===== config.mk =====
export PLATFORM = sky130hd
export DESIGN_NAME = speed_pi_current_command_top
export DESIGN_NICKNAME = d
export VERILOG_FILES = /design/src/rtl/spcc_pkg.sv /design/src/rtl/speed_pi_current_command_top.sv
export SDC_FILE = /design/constraint.sdc
export NUM_CORES = 2
export LEC_CHECK = 0
export BUFFER_PORTS_ARGS = -buffer_cell sky130_fd_sc_hd__buf_2
export CAP_MARGIN = 20
export CORE_ASPECT_RATIO = 0.7
export CORE_UTILIZATION = 50
export CTS_BUF_LIST = sky130_fd_sc_hd__clkbuf_4
export DETAILED_ROUTE_END_ITERATION = 8
export GPL_TIMING_DRIVEN = 0
export PLACE_DENSITY = 0.66
export SYNTH_ARGS = -nofsm -noshare
export SYNTH_HDL_FRONTEND = slang
export SYNTH_SLANG_ARGS = --single-unit

===== constraint.sdc =====
create_clock -name i_clk -period 12.4 [get_ports i_clk]
set_clock_uncertainty 0.2 [all_clocks]
set_input_delay 1.24 -clock i_clk [delete_from_list [all_inputs] [get_ports i_clk]]
set_output_delay 1.24 -clock i_clk [all_outputs]
set_load 0.03 [all_outputs]

===== src/rtl/spcc_pkg.sv =====
package spcc_pkg;

    // Field and register widths
    localparam int SPEED_W   = 16;
    localparam int DT_W      = 20;
    localparam int ERR_W     = 17;
    localparam int GAIN_W    = 32;
    localparam int BOUND_W   = 47;
    localparam int ACC_W     = 48;
    localparam int MAXCUR_W  = 21;
    localparam int CUR_W     = 22;
    localparam int RAW_W     = 16;
    localparam int CFG_IDX_W = 3;
    localparam int CFG_DAT_W = 47;

    // Shared multiplier operand widths
    localparam int MUL_A_W   = 32;
    localparam int MUL_B_W   = 24;
    localparam int MUL_P_W   = MUL_A_W + MUL_B_W;

    // Wide intermediate widths
    localparam int SUM_W     = 49;
    localparam int CMD_W     = 50;
    localparam int ITERM_W   = 41;

    // Elapsed time substitution and output limits
    localparam logic [DT_W-1:0]  DT_MAX_US      = 20'd200000;
    localparam logic [DT_W-1:0]  DT_FALLBACK_US = 20'd10000;
    localparam logic [16:0]      RAW_LIMIT      = 17'd32767;
    localparam logic [ITERM_W-1:0] ITERM_CAP    = 41'h100_0000_0000;

    // Configuration register indexes
    localparam logic [CFG_IDX_W-1:0] CFG_INVERT_MEASURED = 3'd0;
    localparam logic [CFG_IDX_W-1:0] CFG_PROP_GAIN       = 3'd1;
    localparam logic [CFG_IDX_W-1:0] CFG_INTEG_GAIN      = 3'd2;
    localparam logic [CFG_IDX_W-1:0] CFG_INTEGRAL_BOUND  = 3'd3;
    localparam logic [CFG_IDX_W-1:0] CFG_MAX_CURRENT     = 3'd4;

    // Program addresses
    localparam int STEP_W = 4;
    localparam logic [STEP_W-1:0] STEP_IDLE   = 4'd0;
    localparam logic [STEP_W-1:0] STEP_MUL_ED = 4'd1;
    localparam logic [STEP_W-1:0] STEP_ACC    = 4'd2;
    localparam logic [STEP_W-1:0] STEP_PROP   = 4'd3;
    localparam logic [STEP_W-1:0] STEP_HI     = 4'd4;
    localparam logic [STEP_W-1:0] STEP_PH     = 4'd5;
    localparam logic [STEP_W-1:0] STEP_SUM    = 4'd6;
    localparam logic [STEP_W-1:0] STEP_CLAMP  = 4'd7;
    localparam logic [STEP_W-1:0] STEP_OUT    = 4'd8;

    // Multiplier operand selection
    typedef enum logic [2:0] {
        MUL_NONE,
        MUL_ERR_DT,
        MUL_KP_ERR,
        MUL_KI_HI,
        MUL_KI_LO
    } t_mul_sel;

    // Datapath register update
    typedef enum logic [2:0] {
        OP_NOP,
        OP_LATCH,
        OP_ACC_ADD,
        OP_PROP_ABS,
        OP_PH,
        OP_SUM,
        OP_CLAMP,
        OP_OUT
    } t_op;

    // Sequencing of the step counter
    typedef enum logic [1:0] {
        JMP_NEXT,
        JMP_WAIT_IN,
        JMP_WAIT_OUT
    } t_jmp;

    typedef struct packed {
        t_mul_sel mul;
        t_op      op;
        t_jmp     jmp;
    } t_uword;

    // Control program, one word per step
    function automatic t_uword uc_rom(input logic [STEP_W-1:0] addr);
        t_uword w;
        w = '{mul: MUL_NONE, op: OP_NOP, jmp: JMP_NEXT};
        unique case (addr)
            STEP_IDLE:   w = '{mul: MUL_NONE,   op: OP_LATCH,    jmp: JMP_WAIT_IN};
            STEP_MUL_ED: w = '{mul: MUL_ERR_DT, op: OP_NOP,      jmp: JMP_NEXT};
            STEP_ACC:    w = '{mul: MUL_KP_ERR, op: OP_ACC_ADD,  jmp: JMP_NEXT};
            STEP_PROP:   w = '{mul: MUL_NONE,   op: OP_PROP_ABS, jmp: JMP_NEXT};
            STEP_HI:     w = '{mul: MUL_KI_HI,  op: OP_NOP,      jmp: JMP_NEXT};
            STEP_PH:     w = '{mul: MUL_KI_LO,  op: OP_PH,       jmp: JMP_NEXT};
            STEP_SUM:    w = '{mul: MUL_NONE,   op: OP_SUM,      jmp: JMP_NEXT};
            STEP_CLAMP:  w = '{mul: MUL_NONE,   op: OP_CLAMP,    jmp: JMP_NEXT};
            STEP_OUT:    w = '{mul: MUL_NONE,   op: OP_OUT,      jmp: JMP_WAIT_OUT};
            default:     w = '{mul: MUL_NONE,   op: OP_NOP,      jmp: JMP_WAIT_OUT};
        endcase
        return w;
    endfunction

endpackage


===== src/rtl/speed_pi_current_command_top.sv =====
// Speed PI controller giving a current command. Each item (speed reference,
// measured speed, elapsed time) is taken by one idle step and then passes
// through eight program steps of a small control store, the last of which
// loads the result into the output register once that register is free. The
// steps hold four products (error*time, kp*error and the two halves of
// ki*|integral|) that pass one after another through a single registered 32x24
// multiplier, followed by a sum, a clamp-and-round and an output step. Items
// are processed one at a time; the next item is taken as soon as the previous
// result has gone into the output register, so a waiting result does not hold
// the block unless a second one is ready before the first is taken. The
// integral (48-bit, rpm-us) is kept between items and cleared by reset.
// Configuration is written through a plain write port; the user must write it
// only while the block is idle, as the block itself does not enforce this.
module speed_pi_current_command_top (
    input  logic                                    i_clk,
    input  logic                                    i_rst_n,
    // Configuration write port
    input  logic                                    i_cfg_we,
    input  logic [spcc_pkg::CFG_IDX_W-1:0]          i_cfg_idx,
    input  logic [spcc_pkg::CFG_DAT_W-1:0]          i_cfg_data,
    // Input channel
    input  logic                                    i_in_valid,
    output logic                                    o_in_stall,
    input  logic signed [spcc_pkg::SPEED_W-1:0]     i_speed_ref,
    input  logic signed [spcc_pkg::SPEED_W-1:0]     i_speed_meas,
    input  logic [spcc_pkg::DT_W-1:0]               i_elapsed_us,
    // Output channel
    output logic                                    o_out_valid,
    input  logic                                    i_out_stall,
    output logic signed [spcc_pkg::CUR_W-1:0]       o_current_cmd,
    output logic signed [spcc_pkg::RAW_W-1:0]       o_raw_cmd
);

    // Configuration registers
    logic                                 r_invert;
    logic [spcc_pkg::GAIN_W-1:0]          r_prop_gain;
    logic [spcc_pkg::GAIN_W-1:0]          r_integ_gain;
    logic [spcc_pkg::BOUND_W-1:0]         r_integral_bound;
    logic [spcc_pkg::MAXCUR_W-1:0]        r_max_current;

    // Sequencer
    logic [spcc_pkg::STEP_W-1:0]          r_step;
    logic [spcc_pkg::STEP_W-1:0]          n_step;
    spcc_pkg::t_uword                     uw;
    logic                                 in_accept;
    logic                                 out_free;
    logic                                 out_load;

    // Datapath registers
    logic [spcc_pkg::ERR_W-1:0]           r_err_mag;
    logic                                 r_err_neg;
    logic [spcc_pkg::DT_W-1:0]            r_dt;
    logic [spcc_pkg::MUL_P_W-1:0]         r_prod;
    logic signed [spcc_pkg::ACC_W-1:0]    r_acc;
    logic signed [spcc_pkg::ACC_W-1:0]    n_acc;
    logic [spcc_pkg::BOUND_W-1:0]         r_acc_mag;
    logic                                 r_acc_neg;
    logic signed [spcc_pkg::CMD_W-1:0]    r_p;
    logic                                 r_ph_big;
    logic [31:0]                          r_ph_lo;
    logic signed [spcc_pkg::CMD_W-1:0]    r_c;
    logic [spcc_pkg::MAXCUR_W-1:0]        r_cmag;
    logic                                 r_neg;

    // Output register
    logic                                 r_out_valid;
    logic signed [spcc_pkg::CUR_W-1:0]    r_current_cmd;
    logic signed [spcc_pkg::RAW_W-1:0]    r_raw_cmd;

    // Combinational results
    logic [spcc_pkg::ERR_W-1:0]           err_mag;
    logic                                 err_neg;
    logic [spcc_pkg::DT_W-1:0]            dt_fix;
    logic [spcc_pkg::MUL_A_W-1:0]         mul_a;
    logic [spcc_pkg::MUL_B_W-1:0]         mul_b;
    logic [spcc_pkg::BOUND_W-1:0]         acc_mag;
    logic signed [spcc_pkg::CMD_W-1:0]    p_val;
    logic signed [spcc_pkg::CMD_W-1:0]    c_val;
    logic [spcc_pkg::MAXCUR_W-1:0]        cmag;
    logic                                 c_neg;
    logic signed [spcc_pkg::CUR_W-1:0]    cur_val;
    logic signed [spcc_pkg::RAW_W-1:0]    raw_val;

    assign uw        = spcc_pkg::uc_rom(r_step);
    assign in_accept = i_in_valid && (uw.jmp == spcc_pkg::JMP_WAIT_IN);
    assign out_free  = !(r_out_valid && i_out_stall);
    assign out_load  = (uw.op == spcc_pkg::OP_OUT) && out_free;

    assign o_in_stall    = (uw.jmp != spcc_pkg::JMP_WAIT_IN);
    assign o_out_valid   = r_out_valid;
    assign o_current_cmd = r_current_cmd;
    assign o_raw_cmd     = r_raw_cmd;

    // Write configuration registers
    always_ff @(posedge i_clk) begin
        if (!i_rst_n) begin
            r_invert         <= 1'b0;
            r_prop_gain      <= '0;
            r_integ_gain     <= '0;
            r_integral_bound <= '0;
            r_max_current    <= '0;
        end else if (i_cfg_we) begin
            unique case (i_cfg_idx)
                spcc_pkg::CFG_INVERT_MEASURED: r_invert         <= i_cfg_data[0];
                spcc_pkg::CFG_PROP_GAIN:       r_prop_gain      <= i_cfg_data[31:0];
                spcc_pkg::CFG_INTEG_GAIN:      r_integ_gain     <= i_cfg_data[31:0];
                spcc_pkg::CFG_INTEGRAL_BOUND:  r_integral_bound <= i_cfg_data;
                spcc_pkg::CFG_MAX_CURRENT:     r_max_current    <= i_cfg_data[20:0];
                default: ;
            endcase
        end
    end

    // Next step: wait for an item, advance, or wait for the output slot
    always_comb begin
        n_step = r_step;
        unique case (uw.jmp)
            spcc_pkg::JMP_WAIT_IN:  n_step = in_accept ? r_step + 4'd1 : r_step;
            spcc_pkg::JMP_NEXT:     n_step = r_step + 4'd1;
            spcc_pkg::JMP_WAIT_OUT: n_step = out_free ? spcc_pkg::STEP_IDLE : r_step;
            default:                n_step = spcc_pkg::STEP_IDLE;
        endcase
    end

    always_ff @(posedge i_clk) begin
        if (!i_rst_n) begin
            r_step <= spcc_pkg::STEP_IDLE;
        end else begin
            r_step <= n_step;
        end
    end

    // Speed error and elapsed time of an incoming item
    always_comb begin
        logic signed [spcc_pkg::ERR_W-1:0] ref17;
        logic signed [spcc_pkg::ERR_W-1:0] meas17;
        logic signed [spcc_pkg::ERR_W:0]   diff;
        logic [spcc_pkg::ERR_W-1:0]        err;
        ref17   = {i_speed_ref[15], i_speed_ref};
        meas17  = {i_speed_meas[15], i_speed_meas};
        if (r_invert) begin
            meas17 = -meas17;
        end
        diff    = {ref17[16], ref17} - {meas17[16], meas17};
        err     = diff[16:0];
        err_neg = err[16];
        err_mag = err_neg ? (17'd0 - err) : err;
        if ((i_elapsed_us == '0) || (i_elapsed_us > spcc_pkg::DT_MAX_US)) begin
            dt_fix = spcc_pkg::DT_FALLBACK_US;
        end else begin
            dt_fix = i_elapsed_us;
        end
    end

    // Select multiplier operands
    always_comb begin
        mul_a = '0;
        mul_b = '0;
        unique case (uw.mul)
            spcc_pkg::MUL_NONE: begin
                mul_a = '0;
                mul_b = '0;
            end
            spcc_pkg::MUL_ERR_DT: begin
                mul_a = {15'd0, r_err_mag};
                mul_b = {4'd0, r_dt};
            end
            spcc_pkg::MUL_KP_ERR: begin
                mul_a = r_prop_gain;
                mul_b = {7'd0, r_err_mag};
            end
            spcc_pkg::MUL_KI_HI: begin
                mul_a = r_integ_gain;
                mul_b = {1'b0, r_acc_mag[46:24]};
            end
            spcc_pkg::MUL_KI_LO: begin
                mul_a = r_integ_gain;
                mul_b = r_acc_mag[23:0];
            end
            default: begin
                mul_a = '0;
                mul_b = '0;
            end
        endcase
    end

    // Shared multiplier, registered product
    always_ff @(posedge i_clk) begin
        r_prod <= spcc_pkg::MUL_P_W'(mul_a) * spcc_pkg::MUL_P_W'(mul_b);
    end

    // Integral update and clamp to the bound, or clear when the integral gain is zero
    always_comb begin
        logic signed [spcc_pkg::SUM_W-1:0] delta;
        logic signed [spcc_pkg::SUM_W-1:0] sum;
        logic signed [spcc_pkg::SUM_W-1:0] bnd;
        logic signed [spcc_pkg::SUM_W-1:0] nbnd;
        delta = {13'd0, r_prod[35:0]};
        if (r_err_neg) begin
            delta = -delta;
        end
        sum  = {r_acc[47], r_acc} + delta;
        bnd  = {2'b00, r_integral_bound};
        nbnd = -bnd;
        if (r_integ_gain == '0) begin
            n_acc = '0;
        end else if (sum > bnd) begin
            n_acc = bnd[47:0];
        end else if (sum < nbnd) begin
            n_acc = nbnd[47:0];
        end else begin
            n_acc = sum[47:0];
        end
    end

    // Proportional term and integral magnitude
    always_comb begin
        logic signed [spcc_pkg::ACC_W-1:0] acc_abs;
        p_val   = {1'b0, r_prod[48:0]};
        if (r_err_neg) begin
            p_val = -p_val;
        end
        acc_abs = r_acc[47] ? -r_acc : r_acc;
        acc_mag = acc_abs[46:0];
    end

    // Integral term with saturation, then the unclamped command
    always_comb begin
        logic [spcc_pkg::ITERM_W-1:0] t;
        logic [spcc_pkg::ITERM_W-1:0] im;
        t = {1'b0, r_ph_lo, 8'd0} + {1'b0, r_prod[55:16]};
        if (r_ph_big || (t > spcc_pkg::ITERM_CAP)) begin
            im = spcc_pkg::ITERM_CAP;
        end else begin
            im = t;
        end
        if (r_acc_neg) begin
            c_val = r_p - $signed({9'd0, im});
        end else begin
            c_val = r_p + $signed({9'd0, im});
        end
    end

    // Clamp to the current limit and round to Q5.16
    always_comb begin
        logic signed [spcc_pkg::CMD_W-1:0] lim;
        logic signed [spcc_pkg::CMD_W-1:0] nlim;
        logic signed [spcc_pkg::CMD_W-1:0] cl;
        logic signed [spcc_pkg::CMD_W-1:0] cabs;
        logic [29:0]                       rnd;
        lim  = {21'd0, r_max_current, 8'd0};
        nlim = -lim;
        if (r_c > lim) begin
            cl = lim;
        end else if (r_c < nlim) begin
            cl = nlim;
        end else begin
            cl = r_c;
        end
        c_neg = cl[49];
        cabs  = c_neg ? -cl : cl;
        rnd   = {1'b0, cabs[28:0]} + 30'd128;
        cmag  = rnd[28:8];
    end

    // Signed command and driver word
    always_comb begin
        logic [35:0] scaled;
        logic [16:0] rmag;
        logic [15:0] rmag16;
        scaled  = {r_cmag, 15'd0} - {15'd0, r_cmag};
        scaled  = scaled + 36'h4_0000;
        rmag    = scaled[35:19];
        if (rmag > spcc_pkg::RAW_LIMIT) begin
            rmag = spcc_pkg::RAW_LIMIT;
        end
        rmag16  = rmag[15:0];
        cur_val = r_neg ? -$signed({1'b0, r_cmag}) : $signed({1'b0, r_cmag});
        raw_val = r_neg ? -$signed(rmag16) : $signed(rmag16);
    end

    // Datapath registers, loaded under the control word
    always_ff @(posedge i_clk) begin
        if (in_accept && (uw.op == spcc_pkg::OP_LATCH)) begin
            r_err_mag <= err_mag;
            r_err_neg <= err_neg;
            r_dt      <= dt_fix;
        end
        if (uw.op == spcc_pkg::OP_PROP_ABS) begin
            r_p       <= p_val;
            r_acc_mag <= acc_mag;
            r_acc_neg <= r_acc[47];
        end
        if (uw.op == spcc_pkg::OP_PH) begin
            r_ph_big <= |r_prod[55:32];
            r_ph_lo  <= r_prod[31:0];
        end
        if (uw.op == spcc_pkg::OP_SUM) begin
            r_c <= c_val;
        end
        if (uw.op == spcc_pkg::OP_CLAMP) begin
            r_cmag <= cmag;
            r_neg  <= c_neg;
        end
        if (out_load) begin
            r_current_cmd <= cur_val;
            r_raw_cmd     <= raw_val;
        end
    end

    // Hold the integral between items
    always_ff @(posedge i_clk) begin
        if (!i_rst_n) begin
            r_acc <= '0;
        end else if (uw.op == spcc_pkg::OP_ACC_ADD) begin
            r_acc <= n_acc;
        end
    end

    // Output register valid
    always_ff @(posedge i_clk) begin
        if (!i_rst_n) begin
            r_out_valid <= 1'b0;
        end else if (out_load) begin
            r_out_valid <= 1'b1;
        end else if (!i_out_stall) begin
            r_out_valid <= 1'b0;
        end
    end

    // Checks
    a_busy_after_accept: assert property (@(posedge i_clk) disable iff (!i_rst_n)
        in_accept |=> (o_in_stall && (r_step == spcc_pkg::STEP_MUL_ED)))
        else $error("sequencer did not start after taking an item");

    a_step_range: assert property (@(posedge i_clk) disable iff (!i_rst_n)
        r_step <= spcc_pkg::STEP_OUT)
        else $error("step counter outside the program");

    a_integral_off: assert property (@(posedge i_clk) disable iff (!i_rst_n)
        ((uw.op == spcc_pkg::OP_ACC_ADD) && (r_integ_gain == '0)) |=> (r_acc == '0))
        else $error("integral not cleared with zero integral gain");

    a_sign_match: assert property (@(posedge i_clk) disable iff (!i_rst_n)
        (o_out_valid && (o_raw_cmd != '0)) |-> (o_raw_cmd[15] == o_current_cmd[21]))
        else $error("driver word and command disagree in sign");

endmodule


==> qor.txt <==
outcome: complete, but fails checks
failing checks: slew limit
crit-path max cell delay: 0.86 ns
Synth top area share: 0.211
IO Pins: 147
first-pass GRT wire length: 356000 um
GR peak layer: met1
Slew @ Worst Pin: 1.56 ns
fmax: 0.0833 GHz
Post-DP Area: 66200 um^2
fin util: 0.548
H-tree levels: 4
CP bufs+invs: 8
Final Setup Violations: 0
CP required: 13.10 ns
Slew HR: -0.0379
area delta synth->final: 8.57%
Tightest Hold Check Type: input pin to register
sw frac: 0.502
Crit Path Category: register to register
RSZ-0062 raised after global routing: no
TritonCTS buffer count: 140
Clock Sinks: 529
CTS clk-pin slew, worst paths: 0.07 ns
crit path DAT: 12.70 ns
GRT Residual Overflow: 0
number of synthesized flops with an enable pin: 279
critical path's slowest cell: clkbuf_1
Crit path max-delay family: adder cells
max-slew violations: 27
final instance area: 68100 um^2
routed via count: 56900
total power density per cell area: 136 nW/um^2
largest area contributor in the netlist: fa_1
antenna violations before repair: 18
Gate power share: 0.575
syn avg cell area: 8.63 um^2
CTS tree: yes
root buffer cell: clkbuf_4
Seq/Total Area, Yosys: 0.213
top-count cell post-synth: nand2_1
largest net degree at the start of global routing: 44
Post CTS Setup Buffer Count: 0
initial drt markers: 7475
Most Frequent Cell on Critical Path: fa_1
die footprint: 127000 um^2
hold_buf cts: 0
final net count: 8910
final setup margin: 0.396 ns
minimum clock period: 12.00 ns
Post-DP HPWL: 207000 um
Seq cells post-synth: 529
peak supply drop: 0.111 mV
Reg power frac: 0.252
Leak Pwr: 30.4 nW
Ys Warns: 0
most common library cells after synthesis: nand2_1, inv_1, fa_1
First-pass DRT Iterations: 7
Synth Cell Area: 62700 um^2
met1 usage: 0.565
clk_lat worst skew: 1.12 ns
crit-path max FO: 10
DRC: 0
MaxCap Viol Count: 0
Hold Vio Cnt, Final: 0
vias in the first global route: 53100
Critical Path End Type: register
GR Layer Usage met2: 0.469
clock network power share: 0.173
starting density of the core: 0.505
core box area: 124000 um^2
wire length per cell: 26.3 um
final period utilization: 0.968
global-route usage over all layers: 0.384
Port Buffers: 146
fraction of layout cells with a size suffix above 1: 0.0723
setup TNS: 0 ns
final WL: 246000 um
internal power: 4.60 mW
vias per cell: 6.07
Max clock buf depth: 3
site row count: 108
GRT met3 Usage: 0.204
Post-DRT Antenna Nets: 0
Psw: 4.63 mW
Fillers: 11700
Cell variety after synth: 95
Synth async-reset ratio: 0
Syn Inst Count: 7266
gpl congestion: 1.08
ys flop type: edfxtp_1
total chip power: 9.23 mW
die height: 298 um
die width: 425 um
Synth area leaders: fa_1, edfxtp_1, ha_1, dfxtp_1, nand2_1
startpoint types: register
Setup Slack @ Placement: -0.428 ns
## final cells by class
| type | instances | area (um^2) | area share |
|---|---|---|---|
| Inverter | 973 | 3650 | 0.0536 |
| Tap cell | 1650 | 2060 | 0.0303 |
| Clock inverter | 62 | 375 | 0.00551 |
| Multi-Input combinational cell | 5468 | 44700 | 0.657 |
| Sequential cell | 529 | 13400 | 0.197 |
| Buffer | 294 | 1170 | 0.0171 |
| Clock buffer | 184 | 1380 | 0.0203 |
| Timing Repair Buffer | 194 | 1270 | 0.0187 |
| Antenna cell | 17 | 42.5 | 0.000625 |
## stage by stage
step	hold WS, ns	std cells
final	0.172	9371
after global routing	0.0623	9360
after CTS	0.0807	9353
after detailed placement	0.258	9107
after global placement	0.251	9063
after floorplan	0.206	7267
## cell usage in the layout (no fill, tap or decap), types with 45 or more instances in the layout
cell / Yosys / final
nand2b_1: 71 / 71
a21oi_1: 299 / 290
xnor2_1: 358 / 358
clkbuf_4: 0 / 184
or3_1: 46 / 46
xor2_1: 82 / 82
inv_1: 969 / 969
clkbuf_1: 273 / 239
a21boi_0: 154 / 154
nor2_1: 640 / 639
nor3_1: 112 / 111
fa_1: 662 / 662
nor2b_1: 54 / 54
a22oi_1: 52 / 47
nor4_1: 58 / 57
and2_1: 58 / 58
o21ai_0: 208 / 208
o211ai_1: 46 / 46
buf_2: 13 / 164
ha_1: 541 / 541
nand3_1: 88 / 88
o31ai_1: 64 / 63
nand2_1: 1041 / 1041
nand4_1: 69 / 69
dfxtp_1: 250 / 250
a21o_1: 154 / 153
o21a_1: 45 / 45
edfxtp_1: 279 / 279
## layer usage
metal | vias to the layer above | wire length (um) | share of wire
met5 | - | 157 | 0.00064
met4 | 18 | 9060 | 0.037
met3 | 481 | 43700 | 0.18
met2 | 3820 | 86800 | 0.35
met1 | 27500 | 106000 | 0.43
li1 | 25100 | - | -
## what timing repair did
| action | CTS | global route |
|---|---|---|
| pin swaps | 0 | 0 |
| setup endpoints to repair | 5 | 9 |
| endpoints found under the hold margin | 0 | 0 |
| resized for setup | 7 | 71 |
## state kept, by name, indices dropped and copies added, names as in the netlist, 4 cells and up
signal / count
r_prod: 56
r_c: 50
r_p: 50
r_acc: 48
r_acc_mag: 47
r_integral_bound: 47
r_integ_gain: 32
r_ph_lo: 32
r_prop_gain: 32
o_current_cmd: 22
r_cmag: 21
r_max_current: 21
r_dt: 20
r_err_mag: 17
o_raw_cmd: 16
uw: 8
r_step: 4
## final timing paths
check / to / depth (start not counted) / slack (ns) / startpoint
worst max-delay path: r_prod[54] / 35 / 0.40 / uw[5]
worst min-delay path: r_integral_bound[38] / 3 / 0.17 / i_cfg_data[38]
worst max register to register: r_prod[54] / 35 / 0.40 / uw[5]
worst min register to register: r_integral_bound[11] / 2 / 0.27 / r_integral_bound[11]
## cell families after synthesis
kind of cell    after synthesis  share of synthesized area
compound gates             1390                      0.152
other cells                   1                  0.0000598
flops                       529                      0.213
xor+xnor                    440                     0.0615
mux                          37                    0.00622
fa+ha+maj                  1203                      0.319
buf+inv                    1270                     0.0763
simple gates               2396                      0.171
## worst min-delay path, cell delays in order
cell,delay (ns)
buf_2,0.10
nand2_1,0.05
a21boi_0,0.06
## power by group through the flow
stage / Combinational [mW] / Sequential, mW / Clock, mW
after floorplan: 3.35 / 2.21 / 0
after global placement: 4.90 / 2.36 / 0
after detailed placement: 5.04 / 2.34 / 0
after CTS: 5.07 / 2.31 / 1.62
after global routing: 5.68 / 2.32 / 1.71
final: 5.30 / 2.33 / 1.60
Power figures use the tool's default switching activity.
